===== config.mk =====
export PLATFORM = sky130hd
export DESIGN_NAME = hamming_encoder_variable_length
export DESIGN_NICKNAME = d
export VERILOG_FILES = /design/src/hdl/hev_pkg.sv /design/src/hdl/hev_front.sv /design/src/hdl/hev_place.sv /design/src/hdl/hev_parity.sv /design/src/hdl/hamming_encoder_variable_length.sv
export SDC_FILE = /design/constraint.sdc
export NUM_CORES = 1
export LEC_CHECK = 0
export BUFFER_PORTS_ARGS = -buffer_cell sky130_fd_sc_hd__buf_2
export CORE_AREA = 2 2 151 153
export CTS_CLUSTER_SIZE = 40
export DETAILED_ROUTE_END_ITERATION = 8
export DIE_AREA = 0 0 153 155
export PLACE_DENSITY = 0.68
export SLEW_MARGIN = 25
export SYNTH_ARGS = -nofsm -noshare
export SYNTH_HDL_FRONTEND = slang
export SYNTH_SLANG_ARGS = --single-unit
export TNS_END_PERCENT = 50

===== constraint.sdc =====
create_clock -name clk -period 13.14 [get_ports clk]
set_input_delay 0 -clock clk [delete_from_list [all_inputs] [get_ports clk]]
set_output_delay 0 -clock clk [all_outputs]
set_load 0.05 [all_outputs]

===== src/hdl/hev_pkg.sv =====
`default_nettype none
package hev_pkg;

  localparam int DATA_W  = 57;
  localparam int LEN_W   = 6;
  localparam int PAR_W   = 3;
  localparam int CHUNK_W = 8;
  localparam int MAX_R   = 7;

  localparam logic [LEN_W-1:0] LEN_RESET = LEN_W'(4);

  typedef struct packed {
    logic [LEN_W-1:0] code_length;
    logic [PAR_W-1:0] parity_count;
  } len_info_t;

  function automatic logic [PAR_W-1:0] parity_for(input logic [LEN_W-1:0] len);
    logic [PAR_W-1:0] r;
    logic             found;
    r     = '0;
    found = 1'b0;
    for (int i = 0; i < MAX_R; i++) begin
      if (!found && ((32'd1 << i) >= (32'(len) + 32'(i) + 32'd1))) begin
        r     = PAR_W'(i);
        found = 1'b1;
      end
    end
    return r;
  endfunction

  function automatic int largest_length(input int max_bits);
    int len;
    int top;
    int r;
    top = 1;
    for (len = 2; len <= max_bits; len++) begin
      r = 0;
      while ((1 << r) < (len + r + 1)) r++;
      if (len + r <= max_bits) top = len;
    end
    return top;
  endfunction

endpackage
`default_nettype wire


===== src/hdl/hev_front.sv =====
`default_nettype none
module hev_front #(
  parameter int MAX_CODE_BITS = 63
) (
  input  wire logic                          clk,
  input  wire logic                          rst_n,
  input  wire logic                          valid_i,
  output logic                               ready_o,
  input  wire logic                          ready_i,
  input  wire logic [hev_pkg::LEN_W-1:0]     data_length,
  input  wire logic [hev_pkg::DATA_W-1:0]    data_word,
  output logic                               valid_o,
  output logic [hev_pkg::DATA_W-1:0]         data_o,
  output hev_pkg::len_info_t                 info_o
);

  localparam logic [hev_pkg::LEN_W-1:0] TOP_LEN =
    hev_pkg::LEN_W'(hev_pkg::largest_length(MAX_CODE_BITS));

  logic                            valid_r;
  logic [hev_pkg::DATA_W-1:0]      data_r;
  logic [hev_pkg::DATA_W-1:0]      data_nxt;
  hev_pkg::len_info_t              info_r;
  hev_pkg::len_info_t              info_nxt;
  logic [hev_pkg::LEN_W-1:0]       len_eff;
  logic [hev_pkg::PAR_W-1:0]       r_eff;

  assign ready_o = !valid_r || ready_i;

  always_comb begin
    if (data_length == '0) begin
      len_eff = hev_pkg::LEN_W'(1);
    end else if (data_length > TOP_LEN) begin
      len_eff = TOP_LEN;
    end else begin
      len_eff = data_length;
    end
    r_eff                 = hev_pkg::parity_for(len_eff);
    info_nxt.parity_count = r_eff;
    info_nxt.code_length  = len_eff + hev_pkg::LEN_W'(r_eff);
    for (int i = 0; i < hev_pkg::DATA_W; i++) begin
      data_nxt[i] = data_word[i] && (hev_pkg::LEN_W'(i) < len_eff);
    end
  end

  always_ff @(posedge clk) begin
    if (!rst_n) begin
      valid_r <= 1'b0;
    end else if (ready_o) begin
      valid_r <= valid_i;
    end
  end

  always_ff @(posedge clk) begin
    if (ready_o && valid_i) begin
      data_r <= data_nxt;
      info_r <= info_nxt;
    end
  end

  assign valid_o = valid_r;
  assign data_o  = data_r;
  assign info_o  = info_r;

endmodule
`default_nettype wire


===== src/hdl/hev_place.sv =====
`default_nettype none
module hev_place #(
  parameter int CODE_W = 63,
  localparam int PW = $clog2(CODE_W + 1),
  localparam int NC = (CODE_W + hev_pkg::CHUNK_W - 1) / hev_pkg::CHUNK_W
) (
  input  wire logic                          clk,
  input  wire logic                          rst_n,
  input  wire logic                          valid_i,
  output logic                               ready_o,
  input  wire logic                          ready_i,
  input  wire logic [hev_pkg::DATA_W-1:0]    data_i,
  input  wire hev_pkg::len_info_t            info_i,
  output logic                               valid_o,
  output logic [CODE_W-1:0]                  cw_o,
  output logic [PW-1:0][NC-1:0]              chunk_o,
  output hev_pkg::len_info_t                 info_o
);

  logic                    valid_r;
  logic [CODE_W-1:0]       cw_r;
  logic [CODE_W-1:0]       cw_nxt;
  logic [PW-1:0][NC-1:0]   chunk_r;
  logic [PW-1:0][NC-1:0]   chunk_nxt;
  hev_pkg::len_info_t      info_r;

  assign ready_o = !valid_r || ready_i;

  for (genvar j = 1; j <= CODE_W; j++) begin : g_pos
    localparam int IDX = j - $clog2(j + 1) - 1;
    if (((j & (j - 1)) == 0) || (IDX >= hev_pkg::DATA_W)) begin : g_zero
      assign cw_nxt[j-1] = 1'b0;
    end else begin : g_data
      assign cw_nxt[j-1] = data_i[IDX];
    end
  end

  always_comb begin
    int  pos;
    logic acc;
    for (int k = 0; k < PW; k++) begin
      for (int c = 0; c < NC; c++) begin
        acc = 1'b0;
        for (int b = 0; b < hev_pkg::CHUNK_W; b++) begin
          pos = c * hev_pkg::CHUNK_W + b + 1;
          if ((pos <= CODE_W) && (((pos >> k) & 1) == 1)) begin
            acc = acc ^ cw_nxt[pos-1];
          end
        end
        chunk_nxt[k][c] = acc;
      end
    end
  end

  always_ff @(posedge clk) begin
    if (!rst_n) begin
      valid_r <= 1'b0;
    end else if (ready_o) begin
      valid_r <= valid_i;
    end
  end

  always_ff @(posedge clk) begin
    if (ready_o && valid_i) begin
      cw_r    <= cw_nxt;
      chunk_r <= chunk_nxt;
      info_r  <= info_i;
    end
  end

  assign valid_o = valid_r;
  assign cw_o    = cw_r;
  assign chunk_o = chunk_r;
  assign info_o  = info_r;

endmodule
`default_nettype wire


===== src/hdl/hev_parity.sv =====
`default_nettype none
module hev_parity #(
  parameter int CODE_W = 63,
  localparam int PW = $clog2(CODE_W + 1),
  localparam int NC = (CODE_W + hev_pkg::CHUNK_W - 1) / hev_pkg::CHUNK_W
) (
  input  wire logic                   clk,
  input  wire logic                   rst_n,
  input  wire logic                   valid_i,
  output logic                        ready_o,
  input  wire logic                   ready_i,
  input  wire logic [CODE_W-1:0]      cw_i,
  input  wire logic [PW-1:0][NC-1:0]  chunk_i,
  input  wire hev_pkg::len_info_t     info_i,
  output logic                        valid_o,
  output logic [CODE_W-1:0]           cw_o,
  output hev_pkg::len_info_t          info_o
);

  logic                 valid_r;
  logic [CODE_W-1:0]    cw_r;
  logic [CODE_W-1:0]    cw_nxt;
  hev_pkg::len_info_t   info_r;

  assign ready_o = !valid_r || ready_i;

  always_comb begin
    cw_nxt = cw_i;
    for (int k = 0; k < PW; k++) begin
      cw_nxt[(1 << k) - 1] = ^chunk_i[k];
    end
  end

  always_ff @(posedge clk) begin
    if (!rst_n) begin
      valid_r <= 1'b0;
    end else if (ready_o) begin
      valid_r <= valid_i;
    end
  end

  always_ff @(posedge clk) begin
    if (ready_o && valid_i) begin
      cw_r   <= cw_nxt;
      info_r <= info_i;
    end
  end

  assign valid_o = valid_r;
  assign cw_o    = cw_r;
  assign info_o  = info_r;

endmodule
`default_nettype wire


===== src/hdl/hamming_encoder_variable_length.sv =====
// Channel  | Direction | Ports                                             | Handshake
// ---------+-----------+---------------------------------------------------+--------------
// input    | in        | in_valid, in_stall, in_data_word                  | valid / stall
// result   | out       | out_valid, out_stall, out_code_word,              | valid / stall
//          |           | out_code_length, out_parity_count                 |
// config   | in        | cfg_wr_en, cfg_wr_data                            | write enable
//
// One word per cycle sustained while out_stall stays low; a result is registered in the front,
// placement and parity stages in turn, and out_valid rises once the parity stage holds it.
// Stages: length clamp and data mask, bit placement with partial group XORs, parity insert.
// Each stage holds its own valid bit; a stall backs up only as far as the first empty stage.
// Synchronous reset empties the pipeline and loads data_length with 4.
`default_nettype none
module hamming_encoder_variable_length #(
  parameter int MAX_CODE_BITS = 63
) (
  input  wire logic                          clk,
  input  wire logic                          rst_n,
  input  wire logic                          cfg_wr_en,
  input  wire logic [hev_pkg::LEN_W-1:0]     cfg_wr_data,
  input  wire logic                          in_valid,
  output logic                               in_stall,
  input  wire logic [hev_pkg::DATA_W-1:0]    in_data_word,
  output logic                               out_valid,
  input  wire logic                          out_stall,
  output logic [MAX_CODE_BITS-1:0]           out_code_word,
  output logic [hev_pkg::LEN_W-1:0]          out_code_length,
  output logic [hev_pkg::PAR_W-1:0]          out_parity_count
);

  localparam int PW = $clog2(MAX_CODE_BITS + 1);
  localparam int NC = (MAX_CODE_BITS + hev_pkg::CHUNK_W - 1) / hev_pkg::CHUNK_W;

  logic [hev_pkg::LEN_W-1:0]   data_length_r;

  logic                        s1_ready;
  logic                        s1_valid;
  logic [hev_pkg::DATA_W-1:0]  s1_data;
  hev_pkg::len_info_t          s1_info;

  logic                        s2_ready;
  logic                        s2_valid;
  logic [MAX_CODE_BITS-1:0]    s2_cw;
  logic [PW-1:0][NC-1:0]       s2_chunk;
  hev_pkg::len_info_t          s2_info;

  logic                        s3_ready;
  hev_pkg::len_info_t          s3_info;

  always_ff @(posedge clk) begin
    if (!rst_n) begin
      data_length_r <= hev_pkg::LEN_RESET;
    end else if (cfg_wr_en) begin
      data_length_r <= cfg_wr_data;
    end
  end

  hev_front #(
    .MAX_CODE_BITS (MAX_CODE_BITS)
  ) u_front (
    .clk         (clk),
    .rst_n       (rst_n),
    .valid_i     (in_valid),
    .ready_o     (s1_ready),
    .ready_i     (s2_ready),
    .data_length (data_length_r),
    .data_word   (in_data_word),
    .valid_o     (s1_valid),
    .data_o      (s1_data),
    .info_o      (s1_info)
  );

  hev_place #(
    .CODE_W (MAX_CODE_BITS)
  ) u_place (
    .clk     (clk),
    .rst_n   (rst_n),
    .valid_i (s1_valid),
    .ready_o (s2_ready),
    .ready_i (s3_ready),
    .data_i  (s1_data),
    .info_i  (s1_info),
    .valid_o (s2_valid),
    .cw_o    (s2_cw),
    .chunk_o (s2_chunk),
    .info_o  (s2_info)
  );

  hev_parity #(
    .CODE_W (MAX_CODE_BITS)
  ) u_parity (
    .clk     (clk),
    .rst_n   (rst_n),
    .valid_i (s2_valid),
    .ready_o (s3_ready),
    .ready_i (!out_stall),
    .cw_i    (s2_cw),
    .chunk_i (s2_chunk),
    .info_i  (s2_info),
    .valid_o (out_valid),
    .cw_o    (out_code_word),
    .info_o  (s3_info)
  );

  assign in_stall         = !s1_ready;
  assign out_code_length  = s3_info.code_length;
  assign out_parity_count = s3_info.parity_count;

endmodule
`default_nettype wire


==> results of run 1 <==
## worst max-delay path: cells and delay by family, from the launching register on
kind | cells | cell delay (ns)
xor gates and xnor gates | 2 | 0.32
buffers and inverters | 2 | 0.49
AOI/OAI and AO/OA | 6 | 1.51
and+or+nand+nor | 4 | 1.05
DFF | 1 | 0.47
adders and majority gates | 3 | 0.99
## cell usage after synthesis, drive strengths merged, types with 3 or more instances
master / n
xnor2: 98
a21oi: 32
a21boi: 11
a21o: 4
a211oi: 3
and3: 11
clkbuf: 11
a31oi: 10
nor2b: 25
edfxtp: 236
and2: 7
nand2: 44
nor3: 3
o221ai: 3
mux2i: 6
buf: 17
xor2: 29
nand3: 7
nor2: 23
nand2b: 4
o21ai: 8
dfxtp: 9
a211o: 3
inv: 12
ha: 21
a311oi: 4
o211a: 7
o21a: 12
## layer usage
metal | GRT usage | share of wire | routed length, um
met5 | 0 | 0 | 0
met2 | 0.337 | 0.50 | 11900
met4 | 0.0551 | 0.023 | 552
met3 | 0.0306 | 0.050 | 1180
met1 | 0.256 | 0.42 | 9970
## per-stage QoR
step                      setup WS [ns]  hold slack (ns)
after CTS                          8.09            0.293
final                              8.03            0.317
after detailed placement           8.11            0.225
after floorplan                    6.78           0.0986
after global placement             8.29            0.231
after global routing               7.56            0.328
## report_power, final
| group | internal [mW] | switching, mW | total, mW |
|---|---|---|---|
| registers | 0.923 | 0.0259 | 0.949 |
| clock network | 0.407 | 0.287 | 0.695 |
| logic | 0.106 | 0.149 | 0.255 |
| total | 1.44 | 0.462 | 1.90 |
## layout make-up
type                            count  share of cell area
Timing Repair Buffer              227               0.119
Tap cell                          285              0.0273
Clock inverter                     17              0.0129
Inverter                           12             0.00345
Sequential cell                   245               0.557
Multi-Input combinational cell    403               0.232
Clock buffer                       27              0.0485
## how the worst min path moves through the flow
stage,cells after the start,endpoint,startpoint
floorplan,1,data_length_r[2],rst_n
global placement,2,u_front.valid_o,in_valid
detailed placement,3,data_length_r[2],cfg_wr_data[2]
CTS,3,u_front.data_o[4],in_data_word[4]
global route,3,u_front.data_o[9],in_data_word[9]
finish,3,u_front.data_o[4],in_data_word[4]
## registers in the layout (all words and copies together) (netlist names)
name	flops
u_place.chunk_o	36
u_front.info_o	9
u_parity.valid_o	1
u_front.valid_o	1
u_front.data_o	57
u_place.valid_o	1
u_parity.info_o	9
data_length_r	6
u_parity.cw_o	63
u_place.info_o	9
u_place.cw_o	53
## logic make-up (layout without fill, tap and decap cells)
logic type	count (synthesis)	count (layout)	share of synthesized area
buf+inv	40	283	0.0181
flops	245	245	0.695
compound gates	114	114	0.0811
fa+ha+maj	22	22	0.0271
xor+xnor	127	127	0.106
mux	6	6	0.00575
simple gates	134	134	0.0662
## timing repair
action / 4_1_cts / 5_1_grt
endpoints found under the setup margin: 0 / 0
setup buffers: 0 / 0
hold buffers: 80 / 0
endpoints found under the hold margin: 81 / 0
## cells in the final DEF, fill, tap and decap left out, types with 4 or more instances in the layout
cell | netlist | final
a21oi_1 | 31 | 31
a311oi_1 | 4 | 4
edfxtp_1 | 236 | 236
buf_4 | 3 | 6
and3_1 | 11 | 11
o211a_1 | 7 | 7
nor2b_1 | 25 | 23
xor2_1 | 29 | 29
xnor2_1 | 98 | 98
buf_2 | 10 | 141
nor2_1 | 22 | 22
dlygate4sd3_1 | 0 | 80
and2_1 | 7 | 7
inv_1 | 10 | 10
clkinv_2 | 0 | 7
clkbuf_16 | 0 | 25
dfxtp_1 | 9 | 8
a31oi_1 | 10 | 10
mux2i_1 | 6 | 6
o21ai_0 | 6 | 6
nand2_1 | 44 | 44
o21a_1 | 12 | 12
nand3_1 | 7 | 7
a21boi_0 | 9 | 8
ha_1 | 21 | 21
==> flow_summary_export.csv, run 1 <==
group,metric,value,unit
status,status,"finished, final reports clean",
pwr,total_power,1.90,mW
layout,stdcell_count,1216,
floorplan,die_y,155,um
logic_synthesis,syn_avg_cell_area,15.2,um2
cts,clk_pin_slew,0.07,ns
hold_path,hp-class,"in2reg",
logic_synthesis,synth_ff_type,"edfxtp_1",
grt,globalRoute.totalOverflow,0,
grt,grt_usage,0.194,
cts,cts-resized-gates,0,
cts,clock_latency,0.52,ns
worst_setup_path,cp_max_fo,16,
worst_setup_path,worstPathArrival,5.37,ns
route,drc,0,
grt,grt_pass1_vias,6183,
worst_setup_path,worst_r2r_endpoint,"u_front.info_o[7]",
cts,root_buffer,"clkbuf_16",
route,detail_route.vias_per_cell,5.19,
layout,ff_latch_area,0.00727,mm2
logic_synthesis,syn_inst,688,
floorplan,core_area,0.0222,mm2
floorplan,die_w,153,um
cts,clockBufferDepth,3,
timing,min_period,5.11,ns
timing,slew_viol_final,0,
worst_setup_path,end_kind,"flop",
layout,final_core_util,0.587,
worst_setup_path,reg2reg_from,"data_length_r[3]",
layout,drive_above_1_share,0.221,
grt,grt_pass1_wl,35.3,mm
cts,clkSinkCount,245,
logic_synthesis,synth_top_area_cell,"edfxtp_1",
route,vias,6307,
grt,grt_max_degree,78,
floorplan,core.rowCount,55,
flow_run,maxCapViolations,0,
logic_synthesis,netlist_area,0.0105,mm2
route,ant_nets,0,
route,drtIter0Drc,484,
timing,fmax,0.196,GHz
logic_synthesis,syn_nets,778,
pwr,p_leak,4.86,nW
grt,antenna_found_initial,0,
layout,final_area,0.0130,mm2
worst_setup_path,crit_path_top_delay_cell,"nor2b_1",
cts,cts_tree,"done",
worst_setup_path,r2r_slack,8.03,ns
logic_synthesis,synthArstFlopShare,0,
placement,dpl_cell_area,0.0114,mm2
route,drt_wl_total,23.6,mm
logic_synthesis,synth-warning-count,0,
layout,area_growth,24.8,%
logic_synthesis,seq_area_frac_synth,0.695,
placement,port_buffers,141,
worst_setup_path,critPathRequiredTime,13.40,ns
timing,finalHoldViolCount,0,
floorplan,die_area,0.0237,mm2
placement,hpwl,16.2,mm
layout,antennaDiodeCount,0,
logic_synthesis,synth.top_cell.area_share,0.678,
worst_setup_path,critPathMaxStageDelay,0.67,ns
timing,rsz0062_at_grt,"no",
logic_synthesis,synth_edf_count,236,
route,first_pass_iters,5,
logic_synthesis,ys_ff_latch,245,
logic_synthesis,ys_types,66,
logic_synthesis,synthTopCellsByArea,"edfxtp_1, xnor2_1, ha_1",
floorplan,initial_core_util,0.470,
worst_setup_path,reg2regPathDepth,17,
route,wl_per_cell,19.4,um
timing,relSlewSlack,0.344,
timing,finalSetupViolCount,0,
worst_setup_path,critPathKind,"reg2reg",
layout,fin_nets,1004,
layout,fillCellCount,1726,
pwr,peakVddDrop,0.0938,mV
timing,worstMarginPinSlew,0.984,ns
floorplan,io_pins,142,
timing,fin_setup_tns,0,ns
cts,cts_buffers,25,
pwr,power.density,146,mW/mm2
worst_setup_path,crit_path_start_kind,"flop",
worst_setup_path,cp-endpoint,"u_front.info_o[7]",
layout,multiInputGateArea,0.00302,mm2
cts,htreeDepth,1,
worst_setup_path,startpoint,"data_length_r[3]",
timing,fin_skew,0.0254,ns
placement,gp_congestion,0.917,
worst_setup_path,cp_cell_sequence,"buf_4 -> nor3_4 -> o22a_1 -> inv_1 -> ha_1 -> nor2b_1 -> xnor2_1 -> nor2_1 -> a221oi_1 -> a211oi_1 -> o21ai_1 -> a21boi_1 -> ha_1 -> fa_1 -> a21oi_1 -> nor2_1 -> xnor2_1",
timing,finalCritPeriodShare,0.389,
placement,dpl.cell_count,1092,
Note: power is estimated with default switching activity, not from simulation.
==> run 2, diff against run 1 <==
PLACE_DENSITY = 0.7   (was 0.68)
clock period = 4.26 ns   (was 13.14 ns; I/O delays follow)
==> flow_summary_export.csv, run 2 (same netlist as run 1, synthesis figures left out) <==
group,metric,value,unit
floorplan,core.rowCount,55,
placement,dpl.cell_count,1117,
cts,clk_pin_slew,0.06,ns
timing,holdWs,0.305,ns
timing,fin_skew,0.0295,ns
timing,relSlewSlack,0.412,
pwr,power.density,450,mW/mm2
floorplan,core_area,0.0222,mm2
worst_setup_path,worstPathArrival,4.17,ns
hold_path,holdPathEnd,"u_front.data_o[31]",
placement,port_buffers,141,
layout,final_core_util,0.597,
route,ant_nets,0,
grt,antenna_found_initial,0,
timing,fin_setup_tns,0,ns
floorplan,initial_core_util,0.470,
floorplan,die_w,153,um
layout,fin_nets,1027,
route,first_pass_iters,4,
pwr,peakVddDrop,0.250,mV
grt,grt_max_degree,67,
timing,finalSetupViolCount,0,
pwr,total_power,5.97,mW
worst_setup_path,crit_path_start_kind,"flop",
route,detail_route.vias_per_cell,5.16,
worst_setup_path,cp_max_fo,10,
timing,worstMarginPinSlew,0.882,ns
timing,finalCritPeriodShare,0.924,
layout,mostFrequentLayoutCell,"edfxtp_1",
layout,largest_register_ffs,63,
worst_setup_path,worst_r2r_endpoint,"u_front.info_o[8]",
route,vias,6399,
worst_setup_path,reg2reg_from,"data_length_r[2]",
worst_setup_path,critPathRequiredTime,4.49,ns
placement,hpwl,16.9,mm
floorplan,die_y,155,um
timing,min_period,3.93,ns
layout,drive_above_1_share,0.244,
cts,clockBufferDepth,3,
cts,root_buffer,"clkbuf_16",
worst_setup_path,end_kind,"flop",
layout,fillCellCount,1682,
status,status,"finished, final reports clean",
timing,rsz0062_at_grt,"no",
grt,grt_usage,0.203,
timing,fmax,0.254,GHz
layout,final_cell_mix,"edfxtp_1, buf_2, xnor2_1",
route,drc,0,
layout,stdcell_count,1241,
route,drt_wl_total,24.1,mm
cts,cts_buffers,25,
cts,postCtsSetupRepairBufs,0,
pwr,p_leak,4.99,nW
grt,grt_pass1_vias,6642,
floorplan,io_pins,142,
worst_setup_path,r2r_slack,0.33,ns
hold_path,hold_start,"in_data_word[31]",
cts,clock_latency,0.53,ns
timing,finalHoldViolCount,0,
route,wl_per_cell,19.4,um
grt,grt_pass1_wl,37.1,mm
worst_setup_path,critPathKind,"reg2reg",
timing,slew_viol_final,0,
hold_path,whs_path_depth,3,
route,drtIter0Drc,388,
layout,antennaDiodeCount,0,
layout,area_growth,26.9,%
cts,clkSinkCount,245,
flow_run,maxCapViolations,0,
worst_setup_path,reg2regPathDepth,16,
cts,cts_tree,"done",
grt,globalRoute.totalOverflow,0,
hold_path,hp-class,"in2reg",
cts,htreeDepth,1,
floorplan,die_area,0.0237,mm2
placement,gp_congestion,0.885,
[run 2: changes by cell type in the layout (fill, tap and decap cells not counted), sizes merged]
cell,before,now
buf,147,172
clkbuf,27,30
clkinvlp,2,0
bufinv,3,4
clkinv,12,9
inv,12,15
dlygate4sd3,80,78
[run 2: worst max-delay path by stage]
| stage | from | depth (start not counted) | to | slack [ns] |
|---|---|---|---|---|
| 2_1_floorplan | u_parity.valid_o | 3 | u_front.data_o[0] | -0.33 |
| 3_3_place_gp | data_length_r[3] | 18 | u_front.info_o[7] | 0.1 |
| 3_5_place_dp | data_length_r[3] | 18 | u_front.info_o[7] | 0.21 |
| 4_1_cts | data_length_r[3] | 19 | u_front.info_o[8] | 0.15 |
| 5_1_grt | data_length_r[4] | 16 | u_front.info_o[8] | 0.01 |
| 6_report | data_length_r[2] | 16 | u_front.info_o[8] | 0.33 |
[run 2: final cells by class]
type	count	area (um2)	area share
flip-flops and latches	245	7270	0.548
multi-input cells	403	3040	0.229
repair buffers	250	1720	0.130
clock buffers	30	644	0.0486
well taps	285	357	0.0269
clock inverters	16	193	0.0145
inverters	12	45.0	0.00340
[run 2: worst max-delay path, stage by stage, from the launching register on]
cell      delay, ns
dfxtp_1        0.41
or3_4          0.43
o22a_1         0.25
inv_1          0.14
ha_2           0.26
nand2b_1       0.14
o2111a_1       0.21
o21ai_0        0.10
a221o_1        0.34
a211o_1        0.23
nand2_1        0.08
o21ba_1        0.20
ha_1           0.25
a21o_1         0.17
a21oi_1        0.21
nor2_1         0.08
xnor2_1        0.13
[run 2: power by group]
group | internal, mW | total [mW] | switching [mW]
clock network | 1.33 | 2.22 | 0.887
registers | 2.85 | 2.93 | 0.0779
logic | 0.351 | 0.825 | 0.474
[run 2: through the flow]
step,instance area (um2),setup WS [ns]
6_report,13300,0.325
5_1_grt,13300,0.0106
4_1_cts,13200,0.151
3_5_place_dp,11600,0.213
3_3_place_gp,11600,0.100
2_1_floorplan,10500,-0.332
[run 2: per-layer routing]
layer / up-vias / track usage / routed length (um)
met5: - / 0 / 0
met4: 0 / 0.0913 / 1040
met2: 212 / 0.346 / 11900
li1: 3013 / - / -
met1: 3110 / 0.262 / 9910
met3: 64 / 0.0287 / 1190
[run 2: timing repair]
action	4_1_cts	5_1_grt
endpoints found under the hold margin	67	0
endpoints found under the setup margin	0	4
resized for setup	0	4
hold buffers	78	0
